`src/rtl/lrp_pkg.sv`:
```
// shared constants for the panel-mapped line rasterizer
`default_nettype none
package lrp_pkg;

  localparam int MOD_LOG     = 3;              // log2 of the 8x8 module size
  localparam int MOD_SIZE    = 1 << MOD_LOG;
  localparam int IDX_W       = 6;              // chain index bits that reach chain_column
  localparam int COL_W       = IDX_W + MOD_LOG;
  localparam int ROW_W       = MOD_LOG;
  localparam int WIDTH_REG_W = 7;
  localparam int COUNT_REG_W = 4;
  localparam int CFG_DATA_W  = 7;
  localparam int CFG_IDX_W   = 2;
  localparam int MAX_RESULTS = 64;
  localparam int CNT_W       = 7;              // holds MAX_RESULTS itself

  typedef logic [CFG_IDX_W-1:0] cfg_idx_t;

  localparam cfg_idx_t REG_PANEL_WIDTH  = 2'd0;
  localparam cfg_idx_t REG_PANEL_HEIGHT = 2'd1;
  localparam cfg_idx_t REG_MOD_ACROSS   = 2'd2;
  localparam cfg_idx_t REG_MOD_DOWN     = 2'd3;

  localparam logic [WIDTH_REG_W-1:0] PANEL_WIDTH_RST  = 7'd32;
  localparam logic [WIDTH_REG_W-1:0] PANEL_HEIGHT_RST = 7'd8;
  localparam logic [COUNT_REG_W-1:0] MOD_ACROSS_RST   = 4'd4;
  localparam logic [COUNT_REG_W-1:0] MOD_DOWN_RST     = 4'd1;

endpackage
`default_nettype wire

```
`src/rtl/line_rasterizer_panel_mapped.sv`:
```
// line rasterizer with pixel mapping onto a chain of 8x8 led modules
// after the input beat a setup state computes the spans and error term, then the walk state loads the first pixel beat
// throughput: one pixel beat per cycle while out_ready holds
// the single error/step unit sets the rate; in_ready is low until the last pixel is loaded
// reset (rst, synchronous): sequencer idle, output empty, panel 32x8 with 4x1 modules
`default_nettype none
module line_rasterizer_panel_mapped import lrp_pkg::*; #(
  parameter int COORD_BITS = 6
) (
  input  wire                      clk,
  input  wire                      rst,
  // line request channel
  input  wire                      in_valid,
  output logic                     in_ready,
  input  wire  [COORD_BITS-1:0]    start_x,
  input  wire  [COORD_BITS-1:0]    start_y,
  input  wire  [COORD_BITS-1:0]    end_x,
  input  wire  [COORD_BITS-1:0]    end_y,
  // pixel channel
  output logic                     out_valid,
  input  wire                      out_ready,
  output logic [ROW_W-1:0]         module_row,
  output logic [COL_W-1:0]         chain_column,
  output logic                     visible,
  output logic                     last_point,
  // configuration write port
  input  wire                      cfg_we,
  input  wire  [CFG_IDX_W-1:0]     cfg_index,
  input  wire  [CFG_DATA_W-1:0]    cfg_data
);

  // error term: spans fit in COORD_BITS, doubled error needs two more bits plus sign
  localparam int ERR_W = COORD_BITS + 3;
  // compare width for the visibility test
  localparam int CMP_W = (COORD_BITS > WIDTH_REG_W) ? COORD_BITS : WIDTH_REG_W;

  // sequencer codes
  localparam logic [1:0] ST_IDLE  = 2'd0;
  localparam logic [1:0] ST_SETUP = 2'd1;
  localparam logic [1:0] ST_WALK  = 2'd2;

  logic [1:0] state;

  // configuration registers
  logic [WIDTH_REG_W-1:0] panel_width;
  logic [WIDTH_REG_W-1:0] panel_height;
  logic [COUNT_REG_W-1:0] mod_across;
  logic [COUNT_REG_W-1:0] mod_down;

  // walk state
  logic [COORD_BITS-1:0]  walk_x;
  logic [COORD_BITS-1:0]  walk_y;
  logic [COORD_BITS-1:0]  target_x;
  logic [COORD_BITS-1:0]  target_y;
  logic [COORD_BITS-1:0]  span_x;
  logic [COORD_BITS-1:0]  span_y;
  logic signed [ERR_W-1:0] step_error;
  logic                   step_left_x;
  logic                   step_up_y;
  logic [CNT_W-1:0]       emit_count;

  always_ff @(posedge clk) begin
    if (rst) begin
      panel_width  <= PANEL_WIDTH_RST;
      panel_height <= PANEL_HEIGHT_RST;
      mod_across   <= MOD_ACROSS_RST;
      mod_down     <= MOD_DOWN_RST;
    end else if (cfg_we) begin
      unique case (cfg_index)
        REG_PANEL_WIDTH:  panel_width  <= cfg_data[WIDTH_REG_W-1:0];
        REG_PANEL_HEIGHT: panel_height <= cfg_data[WIDTH_REG_W-1:0];
        REG_MOD_ACROSS:   mod_across   <= cfg_data[COUNT_REG_W-1:0];
        REG_MOD_DOWN:     mod_down     <= cfg_data[COUNT_REG_W-1:0];
        default: ;
      endcase
    end
  end

  // ---------------------------------------------------------------------------
  // shared step unit: one bresenham error update per pixel
  // ---------------------------------------------------------------------------
  logic signed [ERR_W-1:0] dx_s;
  logic signed [ERR_W-1:0] dy_s;
  logic signed [ERR_W:0]   e2;
  logic                    take_x;
  logic                    take_y;
  logic signed [ERR_W-1:0] step_error_next;
  logic [COORD_BITS-1:0]   walk_x_next;
  logic [COORD_BITS-1:0]   walk_y_next;
  logic                    at_end;

  assign dx_s   = $signed({{(ERR_W-COORD_BITS){1'b0}}, span_x});
  assign dy_s   = $signed({{(ERR_W-COORD_BITS){1'b0}}, span_y});
  assign e2     = {step_error, 1'b0};
  // signed compares against the sign-extended spans
  assign take_x = e2 > -$signed({dy_s[ERR_W-1], dy_s});
  assign take_y = e2 < $signed({dx_s[ERR_W-1], dx_s});
  assign at_end = (walk_x == target_x) && (walk_y == target_y);

  always_comb begin
    step_error_next = step_error;
    if (take_x) step_error_next = step_error_next - dy_s;
    if (take_y) step_error_next = step_error_next + dx_s;
    walk_x_next = walk_x;
    if (take_x) walk_x_next = step_left_x ? walk_x - 1'b1 : walk_x + 1'b1;
    walk_y_next = walk_y;
    if (take_y) walk_y_next = step_up_y ? walk_y + 1'b1 : walk_y - 1'b1;
  end

  // ---------------------------------------------------------------------------
  // panel mapping of the current pixel
  // ---------------------------------------------------------------------------
  logic                  pix_visible;
  logic [IDX_W-1:0]      mod_x;
  logic [IDX_W-1:0]      mod_y;
  logic [IDX_W-1:0]      across_ext;
  logic [IDX_W-1:0]      down_ext;
  logic [IDX_W-1:0]      chain_idx;
  logic [ROW_W-1:0]      local_col;
  logic [ROW_W-1:0]      local_row;

  assign pix_visible = (CMP_W'(walk_x) < CMP_W'(panel_width))
                    && (CMP_W'(walk_y) < CMP_W'(panel_height));
  assign mod_x      = IDX_W'(walk_x >> MOD_LOG);
  assign mod_y      = IDX_W'(walk_y >> MOD_LOG);
  assign across_ext = IDX_W'(mod_across);
  assign down_ext   = IDX_W'(mod_down);
  // chain runs right to left, top to bottom; only the low index bits survive
  assign chain_idx  = IDX_W'((down_ext - 1'b1 - mod_y) * across_ext)
                    + (across_ext - 1'b1 - mod_x);
  // mirror within the module
  assign local_col  = ~walk_x[ROW_W-1:0];
  assign local_row  = ~walk_y[ROW_W-1:0];

  // ---------------------------------------------------------------------------
  // sequencer and output register
  // ---------------------------------------------------------------------------
  logic out_free;
  logic load_pixel;
  logic walk_done;

  assign in_ready   = (state == ST_IDLE);
  assign out_free   = !out_valid || out_ready;
  assign load_pixel = (state == ST_WALK) && out_free;
  // stop at the end point, or when the result cap is reached
  assign walk_done  = at_end || (emit_count == CNT_W'(MAX_RESULTS - 1));

  always_ff @(posedge clk) begin
    if (rst) begin
      state      <= ST_IDLE;
      out_valid  <= 1'b0;
      emit_count <= '0;
    end else begin
      unique case (state)
        ST_IDLE: begin
          if (in_valid) begin
            state      <= ST_SETUP;
            emit_count <= '0;
          end
        end
        ST_SETUP: begin
          state <= ST_WALK;
        end
        ST_WALK: begin
          if (out_free) begin
            emit_count <= emit_count + 1'b1;
            if (walk_done) state <= ST_IDLE;
          end
        end
        default: state <= ST_IDLE;
      endcase
      if (load_pixel) out_valid <= 1'b1;
      else if (out_ready) out_valid <= 1'b0;
    end
  end

  // datapath registers
  always_ff @(posedge clk) begin
    if (in_valid && in_ready) begin
      walk_x      <= start_x;
      walk_y      <= start_y;
      target_x    <= end_x;
      target_y    <= end_y;
      step_left_x <= !(start_x < end_x);
      step_up_y   <= start_y < end_y;
    end else if (state == ST_SETUP) begin
      // absolute spans and the starting error term span_x - span_y
      span_x <= step_left_x ? walk_x - target_x : target_x - walk_x;
      span_y <= step_up_y ? target_y - walk_y : walk_y - target_y;
      step_error <= $signed({{(ERR_W-COORD_BITS){1'b0}},
                             step_left_x ? walk_x - target_x : target_x - walk_x})
                  - $signed({{(ERR_W-COORD_BITS){1'b0}},
                             step_up_y ? target_y - walk_y : walk_y - target_y});
    end else if (load_pixel) begin
      walk_x     <= walk_x_next;
      walk_y     <= walk_y_next;
      step_error <= step_error_next;
    end
  end

  always_ff @(posedge clk) begin
    if (load_pixel) begin
      visible      <= pix_visible;
      last_point   <= at_end;
      module_row   <= pix_visible ? local_row : '0;
      chain_column <= pix_visible ? {chain_idx, local_col} : '0;
    end
  end

endmodule
`default_nettype wire

```
`config.mk`:
```
export PLATFORM = sky130hd
export DESIGN_NAME = line_rasterizer_panel_mapped
export DESIGN_NICKNAME = d
export VERILOG_FILES = /design/src/rtl/lrp_pkg.sv /design/src/rtl/line_rasterizer_panel_mapped.sv
export SDC_FILE = /design/constraint.sdc
export NUM_CORES = 1
export LEC_CHECK = 0
export ABC_AREA = 1
export BUFFER_PORTS_ARGS = -buffer_cell sky130_fd_sc_hd__clkbuf_2
export CELL_PAD_IN_SITES_DETAIL_PLACEMENT = 0
export CELL_PAD_IN_SITES_GLOBAL_PLACEMENT = 1
export CORE_MARGIN = 4
export CORE_UTILIZATION = 50
export DETAILED_ROUTE_END_ITERATION = 8
export PLACE_DENSITY_LB_ADDON = 0.15
export RECOVER_POWER = 100
export REMOVE_ABC_BUFFERS = 1
export SLEW_MARGIN = 40
export SYNTH_ARGS = -nofsm -noshare
export SYNTH_HDL_FRONTEND = slang
export SYNTH_SLANG_ARGS = --single-unit
```
`constraint.sdc`:
```
create_clock -name clk -period 10.2 [get_ports clk]
set_input_delay 0.51 -clock clk [delete_from_list [all_inputs] [get_ports clk]]
set_output_delay 0.51 -clock clk [all_outputs]
set_load 0.005 [all_outputs]
```
# After elaboration in Yosys (flattened, before gate mapping)
# Cells that the tools add are included.
word_totals:
  register_bits: 93
  latch_bits: 0
  ram_bits: 0
  romBits: 0
  inputBits: 38
  out_inout_bits: 16
  elab_cells: 111
  memories: 0
op_classes:
  n_addsub: 18
  multipliers: 1
  div: 0
  n_lt_le_gt_ge: 6
  n_eq_ne: 12
  shift: 0
  mux: 25
  bitwise_logic: 3
  reduce_logical: 26
ops:
  columns: ["cell", "n"]
  rows:
  - ["$mux 6", 12]
  - ["$mux 9", 4]
  - ["$sub 6x6->6", 4]
  - ["$lt 6x7->1", 2]
  - ["$mux 7", 2]
  - ["$pmux 7 s2", 1]
  - ["$add 6x1->6 const B", 2]
  - ["$eq 6x6->1", 2]
  - ["$lt 6x6->1", 2]
  - ["$reduce_and 2->1", 6]
  - ["$reduce_and 3->1", 4]
  - ["$reduce_bool 2->1", 6]
  - ["$sub 5x4->6", 2]
  - ["$sub 6x1->6 const B", 2]
  - ["$gt 10x10->1", 1]
  - ["$lt 10x7->1", 1]
  - ["$neg 6->10", 1]
  - ["$sub 4x1->5 const B", 2]
  - ["$add 9x7->9", 1]
  - ["$sub 9x7->9", 1]
  - ["$ne 2x2->1 const B", 4]
  - ["$add 7x1->7 const B", 1]
  - ["$eq 7x6->1 const B", 1]
  - ["$sub 6x6->7", 1]
  - ["other kinds (13)", 26]

# Longest topological paths before layout
# Gate-level depths: netlist of run 1.
depth:
  ltp_word: 7
  ltp_mapped: 30
  depth_no_buf: 29

# Worst setup path before layout of run 1
# Ideal clock, no wire load.
synth_path:
  kind: "reg-to-reg"
  startpoint: "register mod_down[0]"
  endpoint: "register chain_column[8], data pin"
  setup_time_ns: 0.255
  arrival_time_ns: 3.995
  required_ns: 9.945
  slack_ns: 5.950
  stages_incl_launch_ff: 24
  path_buffers: 0
  synth_period_minus_slack_ns: 4.250
  path_cell_list: "dfxtp_1 > inv_1 > ha_1 > inv_1 > ha_1 > a21oi_1 > nor2_1 > o21ai_1 > nand2_1 > inv_1 > nand2_1 > fa_1 > fa_1 > inv_1 > fa_1 > ha_1 > a21oi_1 > nand2_1 > nand2_1 > nand3_1 > nand2_1 > nand3_1 > a21oi_1 > nor2_1"
synth_via:
  elab_chain_cells: 4
synth_rtl:
  columns: ["element", "line_no", "rtl"]
  rows:
  - ["start, declared", "line_rasterizer_panel_mapped.sv:48", "logic [COUNT_REG_W-1:0] mod_down;"]
  - ["start signal, assigned", "line_rasterizer_panel_mapped.sv:73", "REG_MOD_DOWN: mod_down <= cfg_data[COUNT_REG_W-1:0];"]
  - ["$sub 4x1->5", "line_rasterizer_panel_mapped.sv:129", "assign chain_idx = IDX_W'((down_ext - 1'b1 - mod_y) * across_ext)"]
  - ["$sub 5x4->6", "line_rasterizer_panel_mapped.sv:129", null]
  - ["$mul 6x4->6", "line_rasterizer_panel_mapped.sv:129", null]
  - ["$add 6x6->6", "line_rasterizer_panel_mapped.sv:130", "+ (across_ext - 1'b1 - mod_x);"]
  - ["end signal, assigned", "line_rasterizer_panel_mapped.sv:206", "chain_column <= pix_visible ? {chain_idx, local_col} : '0;"]
  - ["end, declared", "line_rasterizer_panel_mapped.sv:23", "output logic [COL_W-1:0] chain_column,"]
# Every way passes these cells.
# A chain may end at the register's enable or synchronous reset.

# Final worst setup path of run 1
layout_path:
  startpoint: "register span_y[1]"
  endpoint: "register step_error[8], data pin"
layout_via:
  elab_chain_cells: 7
  word_cells_on_any_way: 8
  classes_between: "add/sub (3); order compare (1); mux (4)"
layout_rtl:
  columns: ["element", "line_no", "rtl"]
  rows:
  - ["start, declared", "line_rasterizer_panel_mapped.sv:56", "logic [COORD_BITS-1:0] span_y;"]
  - ["start signal, assigned", "line_rasterizer_panel_mapped.sv:189", "span_y <= step_up_y ? target_y - walk_y : walk_y - target_y;"]
  - ["$neg 6->10", "line_rasterizer_panel_mapped.sv:96", "assign take_x = e2 > -$signed({dy_s[ERR_W-1], dy_s});"]
  - ["$gt 10x10->1", "line_rasterizer_panel_mapped.sv:96", null]
  - ["$mux 9 (*)", "line_rasterizer_panel_mapped.sv:102", "if (take_x) step_error_next = step_error_next - dy_s;"]
  - ["$add 9x7->9", "line_rasterizer_panel_mapped.sv:103", "if (take_y) step_error_next = step_error_next + dx_s;"]
  - ["$mux 9 (*)", "line_rasterizer_panel_mapped.sv:103", null]
  - ["$mux 9 (*)", "line_rasterizer_panel_mapped.sv:194", "end else if (load_pixel) begin"]
  - ["$mux 9 (*)", "line_rasterizer_panel_mapped.sv:186", "end else if (state == ST_SETUP) begin"]
  - ["end signal, assigned", "line_rasterizer_panel_mapped.sv:190", "step_error <= $signed({{(ERR_W-COORD_BITS){1'b0}},"]
  - ["end signal, assigned", "line_rasterizer_panel_mapped.sv:197", "step_error <= step_error_next;"]
  - ["end, declared", "line_rasterizer_panel_mapped.sv:57", "logic signed [ERR_W-1:0] step_error;"]
# Mark *: on every way between the ends. The rest lies on a longest branch, timed or not. The select of a mux whose other input is x is not followed.

==> flow_summary.toml, run 1 <==
[global_route]
grt.total_usage_pct = 21.1
overflow = 0
grt_max_degree = 38
grt_pass1_vias = 5843
antenna_found_initial = 0
grt_pass1_wl_um = 28000

[clock_tree]
clockRootBuffer = "clkbuf_16"
htree_levels = 3
clock-sinks = 93
cts_buffer_depth = 2
tritoncts = "yes"
cts_hold_buf = 0
clk_pin_slew_ns = 0.06
insertion_delay_ns = 0.35
cts_buffers = 9
post_cts_buffers = 0
ctsResizeCount = 0

[route]
firstDrtPassIters = 5
wire_per_inst_um = 14.7
routed_wl_um = 16900
route.vias.total = 5899
first_iter_violations = 352
drc_errors = 0
vias_per_cell = 5.15
final_antenna_net_count = 0

[yosys]
syn_area_mm2 = 0.00738
netlist_instances = 901
synth_cell_types = 44
yosysSeqAreaShare_pct = 33.5
synth_seq_cells = 93
syn_area_per_cell_um2 = 8.19
yosysWarnings = 0

[placement]
dpl.hpwl_um = 13800
numPortBuffers = 53
place_area_mm2 = 0.00784
gp_congestion = 0.846
place_ws_ns = 5.70
place_inst = 1130

[floorplanning]
start_util_pct = 51.0
chipWidth_um = 129
die_area_mm2 = 0.0168
std_cell_rows = 44
boundaryPins = 54
fp.dieH_um = 129
fp.coreArea_mm2 = 0.0145

[critical_path]
cp.required_ns = 10.30
endpoint_kind = "flop"
r2r-end = "step_error[8]$_DFFE_PP_"
rrSetupSlack_ns = 5.61
worstSetupPathType = "reg2reg"
worst-path-max-fanout = 16
critPathLaunchType = "flop"
reg2reg_from = "span_y[1]$_DFFE_PP_"
critPathArrivalTime_ns = 4.69
ff2ff_path_depth = 26

[hold_path]
hold_class = "in2reg"
min_to = "target_y[5]$_DFFE_PP_"
worstHoldStart = "end_y[5]"
hold_depth = 1

[power]
vdd_ir_drop_max_uv = 117
internal-power_uw = 1030
clkPwrFrac_pct = 18.5
power_leakage_uw = 0.00392
p_sw_uw = 739
powerDensity_mw_per_mm2 = 219
swShare_pct = 41.9
pwr-share-comb_pct = 51.6
p_seq_share_pct = 29.9
total_power_uw = 1770

[final_layout]
seq_area_mm2 = 0.00247
drive_above_1_share_pct = 6.24
multiInputGateArea_mm2 = 0.00417
diodes = 0
area_growth_pct = 9.26
nNetsFinal = 1112
fill_cells = 1390
design_area_mm2 = 0.00806
finalNonFillerCells = 1146

[sta]
fmax_mhz = 218
min_period_ns = 4.59
min_period_over_period_pct = 45.0
finalHoldViolCount = 0
setup_ws_ns = 5.61
finalSetupViolations = 0
tightest_slew_ns = 1.61
finClkSkew_ns = 0.00754
tns_ns = 0
rsz0062_at_grt = "no"
slew_viol_final = 17
maxSlewHeadroom_pct = -7.58

[run_status]
violations = "capacitance limit, slew limit"
status = "complete, but fails checks"

[run]
drv_cap = 1
==> metal layers <==
metal,routed length (um),track usage (%)
met2,8190,36.4
met1,7980,28.1
met5,0,0
met3,500,2.84
met4,208,5.62
==> final cells by class <==
class                   count  area share (%)
multi-input cells         622            51.7
clock inverters             4           0.248
flip-flops and latches     93            30.7
repair buffers             54            3.03
clock buffers              12            3.32
well taps                 184            2.85
inverters                 177            8.24
==> state kept, by name (all words and copies together) (netlist names), 4 cells and up <==
name and flops:
target_y 6, panel_width 7, mod_across 4, chain_column 9
mod_down 4, target_x 6, walk_x 6, span_y 6
panel_height 7, walk_y 6, emit_count 7, span_x 6
step_error 9
==> stage by stage <==
step | hold WS [ns] | utilization (%)
2_1_floorplan | 0.423 | -
3_3_place_gp | 0.439 | 54.1
3_5_place_dp | 0.444 | 54.2
4_1_cts | 0.342 | 56.2
6_report | 0.353 | 55.7
5_1_grt | 0.346 | 55.7
==> placed cells by master, fill, tap and decap left out, drive strengths merged, types with 11 or more instances in the layout <==
master,count
a21oi,65
inv,175
nand2,162
fa,22
nor2,70
dfxtp,32
edfxtp,61
xor2,37
nor3,12
clkbuf,66
xnor2,11
ha,95
o21ai,69
nand3,40
==> power by group through the flow <==
| stage | registers, uW | clock network [uW] | logic [uW] |
|---|---|---|---|
| 2_1_floorplan | 517 | 0 | 716 |
| 3_3_place_gp | 535 | 0 | 890 |
| 3_5_place_dp | 537 | 0 | 920 |
| 4_1_cts | 529 | 332 | 928 |
| 5_1_grt | 535 | 347 | 1070 |
| 6_report | 528 | 326 | 911 |
==> Yosys cell counts <==
master,count,share of area (%)
ha_1,95,16
nand3_1,36,2.4
clkinv_1,2,0.10
o21ai_2,1,0.12
nand2_1,160,8.1
nand4_1,8,0.68
conb_1,1,0.051
xor2_1,36,4.3
or2_2,3,0.25
nand4_2,1,0.17
nor3_1,12,0.81
fa_1,22,6.0
o21bai_1,2,0.20
nand2_2,2,0.17
o21ai_1,9,0.61
o21a_1,2,0.20
a211oi_1,3,0.31
o21ai_0,59,4.0
buf_6,1,0.15
nor4_1,1,0.085
buf_2,4,0.27
nor2_1,66,3.4
nor2_2,3,0.25
a21oi_1,63,4.3
clkbuf_1,4,0.20
inv_1,174,8.8
a31oi_1,4,0.34
a21oi_2,2,0.24
a211oi_2,1,0.17
o221ai_1,2,0.24
nor2_4,1,0.15
a22oi_1,2,0.20
xor2_2,1,0.22
nand3_4,1,0.24
or2_1,1,0.085
o211ai_1,4,0.41
nand3_2,3,0.41
xnor2_1,11,1.3
dfxtp_1,32,8.7
edfxtp_1,61,25
nand3b_1,2,0.20
and2_1,1,0.085
inv_2,1,0.051
o2111ai_1,1,0.12
==> logic make-up after synthesis <==
family                   after synthesis  synth area share (%)
AO/OA/AOI/OAI                        155                  11.4
XOR/XNOR                              48                  5.80
adder cells (fa/ha/maj)              117                  22.1
buffers and inverters                186                  9.63
flip-flops                            93                  33.5
other                                  1                0.0508
AND/OR/NAND/NOR                      301                  17.5
==> how the worst max path moves through the flow <==
stage / startpoint / to / slack [ns] / cells past startpoint
floorplan: mod_down[0]$_SDFFE_PP1P_ / chain_column[8]$_SDFFCE_PN0P_ / 5.95 / 23
global placement: mod_down[0]$_SDFFE_PP1P_ / chain_column[8]$_SDFFCE_PN0P_ / 5.77 / 23
detailed placement: mod_down[0]$_SDFFE_PP1P_ / chain_column[8]$_SDFFCE_PN0P_ / 5.70 / 24
CTS: mod_down[0]$_SDFFE_PP1P_ / chain_column[8]$_SDFFCE_PN0P_ / 5.68 / 24
global route: span_y[2]$_DFFE_PP_ / step_error[8]$_DFFE_PP_ / 5.15 / 28
finish: span_y[1]$_DFFE_PP_ / step_error[8]$_DFFE_PP_ / 5.61 / 26
==> worst max-delay path, cell delays in order (launching register included) <==
cell and delay (ns):
edfxtp_1 0.42, inv_1 0.19, ha_1 0.22, nand3_1 0.16
nor3_1 0.18, ha_1 0.25, nand2_1 0.09, inv_1 0.06
a21oi_2 0.16, nand3_1 0.09, nand2_1 0.11, nand3_1 0.46
nand2_1 0.19, o21a_1 0.17, inv_1 0.05, ha_1 0.22
fa_1 0.42, nand2_1 0.10, nand2_1 0.08, a21oi_1 0.16
nor2_1 0.06, nor2_1 0.09, nor2_1 0.08, nand3_1 0.12
o21ai_0 0.08, nand3_1 0.07, nand2_1 0.06
No activity file was read; power rests on OpenSTA's default activity.
==> run 2: changes to the inputs <==
ABC_AREA = 0   (was 1)
CORE_UTILIZATION = 43   (was 50)
clock period = 4.2 ns   (was 10.2 ns; I/O delays follow)
==> flow_summary.toml, run 2 <==
[run_status]
status = "complete, but fails checks"
violations = "setup timing"

[yosys]
netlist_instances = 749
syn_area_per_cell_um2 = 9.51
synth_edf_count = 61
synth_cell_types = 53
yosysMostFrequentCell = "inv_1"
synth_area_leaders = "edfxtp_1 26%, ha_1 17%, dfxtp_1 9.0%"
ys_async_sr_fraction_pct = 0
synth-main-ff-cell = "edfxtp_1"
synth_common_cells = "103 x inv_1, 95 x ha_1, 80 x nor2_1"
synth_top_area_cell = "edfxtp_1"
yosysWarnings = 0
synth_seq_cells = 93
netlist.area_leader.share_pct = 25.7
syn_area_mm2 = 0.00712
yosysSeqAreaShare_pct = 34.7

[power]
powerDensity_mw_per_mm2 = 554
swShare_pct = 38.5
total_power_uw = 4760
p_seq_share_pct = 26.9
p_sw_uw = 1830
power_leakage_uw = 0.00390
vdd_ir_drop_max_uv = 441
internal-power_uw = 2920
pwr-share-comb_pct = 57.0
clkPwrFrac_pct = 16.0

[global_route]
grt.total_usage_pct = 18.9
overflow = 0
grt_pass1_vias = 5631
antenna_found_initial = 0
grt_max_degree = 33
grt_pass1_wl_um = 27900

[final_layout]
final_util_pct = 53.5
fill_cells = 1490
reg_top3 = "chain_column x9, step_error x9"
drive_above_1_share_pct = 18.5
layout_common_cells = "99 x inv_1, 84 x ha_1, 79 x nor2_1"
area_growth_pct = 20.6
diodes = 0
final_common_cell = "inv_1"
nNetsFinal = 1016

[route]
firstDrtPassIters = 4
routed_wl_um = 16900
first_iter_violations = 259
wire_per_inst_um = 15.6
vias_per_cell = 5.05
final_antenna_net_count = 0
drc_errors = 0
route.vias.total = 5460

[floorplanning]
die_area_mm2 = 0.0187
fp.dieH_um = 137
start_util_pct = 44.4
std_cell_rows = 46
fp.coreArea_mm2 = 0.0161
boundaryPins = 54
chipWidth_um = 137

[sta]
setup_ws_ns = -0.138
min_period_ns = 4.34
finalHoldViolCount = 0
maxSlewHeadroom_pct = 27.8
finalSetupViolations = 3
min_period_over_period_pct = 103
rsz0062_at_grt = "yes"
tightest_slew_ns = 1.07
fmax_mhz = 231
slew_viol_final = 0
finClkSkew_ns = 0.00627

[clock_tree]
htree_levels = 3
clk_pin_slew_ns = 0.07
clock-sinks = 93
insertion_delay_ns = 0.34
cts_buffers = 9
clockRootBuffer = "clkbuf_16"
cts_buffer_depth = 2
tritoncts = "yes"

[critical_path]
worst-path-max-fanout = 2
cp.required_ns = 4.29
crit_buf_inv = 3
critical-path-max-stage-delay_ns = 0.55
endpoint_kind = "flop"
reg2reg_from = "mod_down[1]$_SDFFE_PP0P_"
cp-startpoint = "mod_down[1]$_SDFFE_PP0P_"
worstSetupPathType = "reg2reg"
critPathLaunchType = "flop"
worstPathCellList = "inv_2 -> ha_4 -> inv_4 -> ha_4 -> nor2b_4 -> o21ai_2 -> nand2_1 -> xor2_1 -> nand2_1 -> fa_1 -> fa_1 -> fa_1 -> inv_2 -> ha_4 -> a21o_1 -> a21oi_2 -> xnor2_1 -> xnor2_1 -> xnor2_1 -> nor2_1"
worst_path_max_delay_cell = "fa_1"
cp_top_family = "adder cells"
critPathArrivalTime_ns = 4.43

[run]
drv_cap = 0

[hold_path]
hold_class = "in2reg"
worstHoldStart = "end_y[4]"

[placement]
dpl.hpwl_um = 13200
numPortBuffers = 53
gp_congestion = 0.838
==> run 2: cell count changes after synthesis, sizes merged, moves of 6 or more <==
cell,previous run,this run
mux2,0,6
a21oi,65,52
xor2,37,22
nand2b,0,23
xnor2,11,37
nor2b,0,9
clkbuf,4,13
mux2i,0,17
nor2,70,80
o21ai,69,35
nand3,40,6
nand2,162,41
a21o,0,24
inv,175,103
==> run 2: area by class of cell <==
cell class	instances	area [um^2]	area share [%]
Tap cell	216	270	3.15
Clock inverter	5	26.3	0.306
Clock buffer	11	243	2.83
Timing Repair Buffer	115	701	8.16
Multi-Input combinational cell	538	4480	52.2
Sequential cell	93	2470	28.8
Inverter	104	393	4.58
==> run 2: cells by family (layout without fill, tap and decap cells) <==
logic type	Yosys count	after routing	share of synthesized area [%]
AND/OR/NAND/NOR	190	190	12.4
AO/OA/AOI/OAI	148	148	13.0
buffers and inverters	118	235	6.32
adder cells (fa/ha/maj)	117	117	22.9
flip-flops	93	93	34.7
XOR/XNOR	59	59	7.25
multiplexers	23	23	3.34
other	1	1	0.0526
==> run 2: through the flow <==
step	setup slack (ns)	area, um^2	hold slack, ns	cells	TNS, ns
floorplan	-0.467	7060	0.279	735	-1.05
global placement	-0.381	7990	0.405	1056	-0.987
detailed placement	-0.478	7990	0.405	1056	-1.56
CTS	-0.254	8380	0.0441	1077	-0.256
global route	-0.350	8590	0.0465	1082	-1.26
finish	-0.138	8590	0.0609	1082	-0.250
==> run 2: power groups by stage <==
stage	registers, uW	logic (uW)	clock network (uW)
finish	1280	2710	763
global route	1290	3070	831
CTS	1270	2520	785
detailed placement	1290	2420	0
global placement	1290	2360	0
floorplan	1260	1720	0
==> run 2: routing by layer <==
metal	wire [um]	vias up	track usage, %	share of wire [%]
met2	8620	63	33.2	51
met4	205	0	4.65	1.2
met3	443	16	2.61	2.6
met5	0	-	0	0
met1	7580	2608	24.5	45
li1	-	2773	-	-
==> run 2: worst reg2reg max path, cell delays in order (launching register included) <==
cell and delay [ns]:
dfxtp_2 0.33, inv_2 0.04, ha_4 0.27, inv_4 0.04, ha_4 0.20, nor2b_4 0.12
o21ai_2 0.13, nand2_1 0.10, xor2_1 0.17, nand2_1 0.10, fa_1 0.53, fa_1 0.43
fa_1 0.55, inv_2 0.05, ha_4 0.20, a21o_1 0.18, a21oi_2 0.14, xnor2_1 0.14
xnor2_1 0.15, xnor2_1 0.14, nor2_1 0.06
==> run 2: what timing repair did <==
| action | in CTS | in global routing |
|---|---|---|
| hold buffers | 0 | 0 |
| gates cloned | 0 | 0 |
| resized for setup | 26 | 35 |
| pin swaps | 24 | 31 |
| endpoints found under the setup margin | 6 | 8 |
| setup buffers | 6 | 5 |
==> run 2: worst paths after layout <==
kind / end / slack [ns] / depth (start not counted)
max: chain_column[8]$_SDFFCE_PN0P_ / -0.14 / 20
min: target_y[4]$_DFFE_PP_ / 0.06 / 1
max reg2reg: chain_column[8]$_SDFFCE_PN0P_ / -0.14 / 20
min reg2reg: panel_width[6]$_SDFFE_PP0P_ / 0.50 / 2
==> run 3: changes to the inputs <==
CORE_UTILIZATION = 30   (was 43)
==> flow_summary.toml, run 3 (synthesis gave the netlist of run 2 again) <==
[power]
total_power_uw = 4980
clkPwrFrac_pct = 17.9
internal-power_uw = 3050
p_sw_uw = 1930
pwr-share-comb_pct = 56.4
powerDensity_mw_per_mm2 = 562
p_seq_share_pct = 25.6
power_leakage_uw = 0.00401
swShare_pct = 38.7
vdd_ir_drop_max_uv = 223

[route]
routed_wl_um = 18300
drc_errors = 0
first_iter_violations = 281
vias_per_cell = 4.58
firstDrtPassIters = 5
final_antenna_net_count = 0
route.vias.total = 5518
wire_per_inst_um = 15.2

[final_layout]
final_common_cell = "inv_1"
reg_top3 = "chain_column x9, step_error x9"
fill_cells = 2421
diodes = 0
drive_above_1_share_pct = 20.2
nNetsFinal = 1037
design_area_mm2 = 0.00886
area_growth_pct = 24.4
layout_common_cells = "100 x inv_1, 89 x ha_1, 80 x nor2_1"

[global_route]
grt_pass1_wl_um = 30100
grt_pass1_vias = 5854
grt.total_usage_pct = 14.4
antenna_found_initial = 0
overflow = 0
grt_max_degree = 33

[run_status]
status = "complete, but fails checks"
violations = "capacitance limit, slew limit, setup timing"

[critical_path]
rrSetupSlack_ns = -0.26
critPathLaunchType = "flop"
critPathArrivalTime_ns = 4.57
worst_path_most_repeated_cell = "buf_4"
critical-path-max-stage-delay_ns = 0.34
ff2ff_path_depth = 32
worst-path-max-fanout = 2
worst_path_max_delay_cell = "dfxtp_2"
cp-startpoint = "mod_down[1]$_SDFFE_PP0P_"
reg2reg_from = "mod_down[1]$_SDFFE_PP0P_"
cp.required_ns = 4.32
r2r-end = "chain_column[8]$_SDFFCE_PN0P_"
endpoint_kind = "flop"
worstSetupPathType = "reg2reg"

[hold_path]
hold_class = "in2reg"
worstHoldStart = "end_y[0]"
hold_depth = 1
min_to = "target_y[0]$_DFFE_PP_"

[clock_tree]
tritoncts = "yes"
htree_levels = 3
clk_pin_slew_ns = 0.08
clock-sinks = 93
insertion_delay_ns = 0.36
cts_buffer_depth = 2
cts_hold_buf = 0
clockRootBuffer = "clkbuf_16"
cts_buffers = 9

[sta]
finClkSkew_ns = 0.0111
slew_viol_final = 64
finalSetupViolations = 4
tightest_slew_ns = 1.63
finalHoldViolCount = 0
rsz0062_at_grt = "yes"
fmax_mhz = 224
tns_ns = -0.448
maxSlewHeadroom_pct = -8.49
min_period_ns = 4.46
hold_ws_ns = 0.0518
min_period_over_period_pct = 106
setup_ws_ns = -0.259

[placement]
gp_congestion = 0.814
place_area_mm2 = 0.00811
numPortBuffers = 53
dpl.hpwl_um = 14200

[floorplanning]
fp.coreArea_mm2 = 0.0234
std_cell_rows = 56
chipWidth_um = 162
die_area_mm2 = 0.0263
boundaryPins = 54
start_util_pct = 30.4
fp.dieH_um = 162

[run]
drv_cap = 2
run 3: layout make-up:
class                           count  area (um^2)  share of cell area, %
Clock buffer                        9          225                   2.54
Clock inverter                      7         91.3                   1.03
Inverter                          104          390                   4.41
Multi-Input combinational cell    538         4420                   49.8
Sequential cell                    93         2470                   27.9
Tap cell                          319          399                   4.51
Timing Repair Buffer              136          862                   9.73
run 3: per-stage QoR:
stage	cells	utilization [%]	worst slack, ns
final	1206	37.9	-0.259
after detailed placement	1158	34.7	-0.527
after floorplan	735	-	-0.467
after global routing	1206	37.9	-0.403
after CTS	1202	37.3	-0.201
after global placement	1158	34.7	-0.414
run 3: what timing repair did:
item / 4_1_cts / 5_1_grt
buffers inserted: 28 / 4
endpoints found under the setup margin: 8 / 7
resized for setup: 30 / 27
pin swaps: 26 / 32
run 3: layer usage:
layer	vias to the layer above	global-route usage [%]	part of all wire, %
met1	2632	18.2	46
li1	2809	-	-
met4	0	3.77	1.6
met2	59	25.6	50
met5	-	0	0
met3	18	2.13	2.4
run 3: worst max-delay path: cells and delay by family (launching register included):
kind	cells	cell delay (ns)
buf+inv	22	2.52
fa+ha+maj	2	0.48
flops	1	0.34
simple gates	4	0.34
compound gates	3	0.40
xor+xnor	1	0.14
run 3: how the worst max path moves through the flow:
stage                                          endpoint  slack, ns  cells past startpoint
after global routing      chain_column[8]$_SDFFCE_PN0P_      -0.40                     32
after floorplan           chain_column[8]$_SDFFCE_PN0P_      -0.47                     20
after CTS                 chain_column[8]$_SDFFCE_PN0P_      -0.20                     20
final                     chain_column[8]$_SDFFCE_PN0P_      -0.26                     32
after detailed placement  chain_column[8]$_SDFFCE_PN0P_      -0.53                     20
after global placement    chain_column[8]$_SDFFCE_PN0P_      -0.41                     20
run 3: power groups by stage:
stage          combinational [uW]  clock, uW  sequential [uW]
2_1_floorplan                1720          0             1260
3_3_place_gp                 2410          0             1290
3_5_place_dp                 2440          0             1300
4_1_cts                      2650        915             1280
5_1_grt                      3170        953             1290
6_report                     2810        892             1280
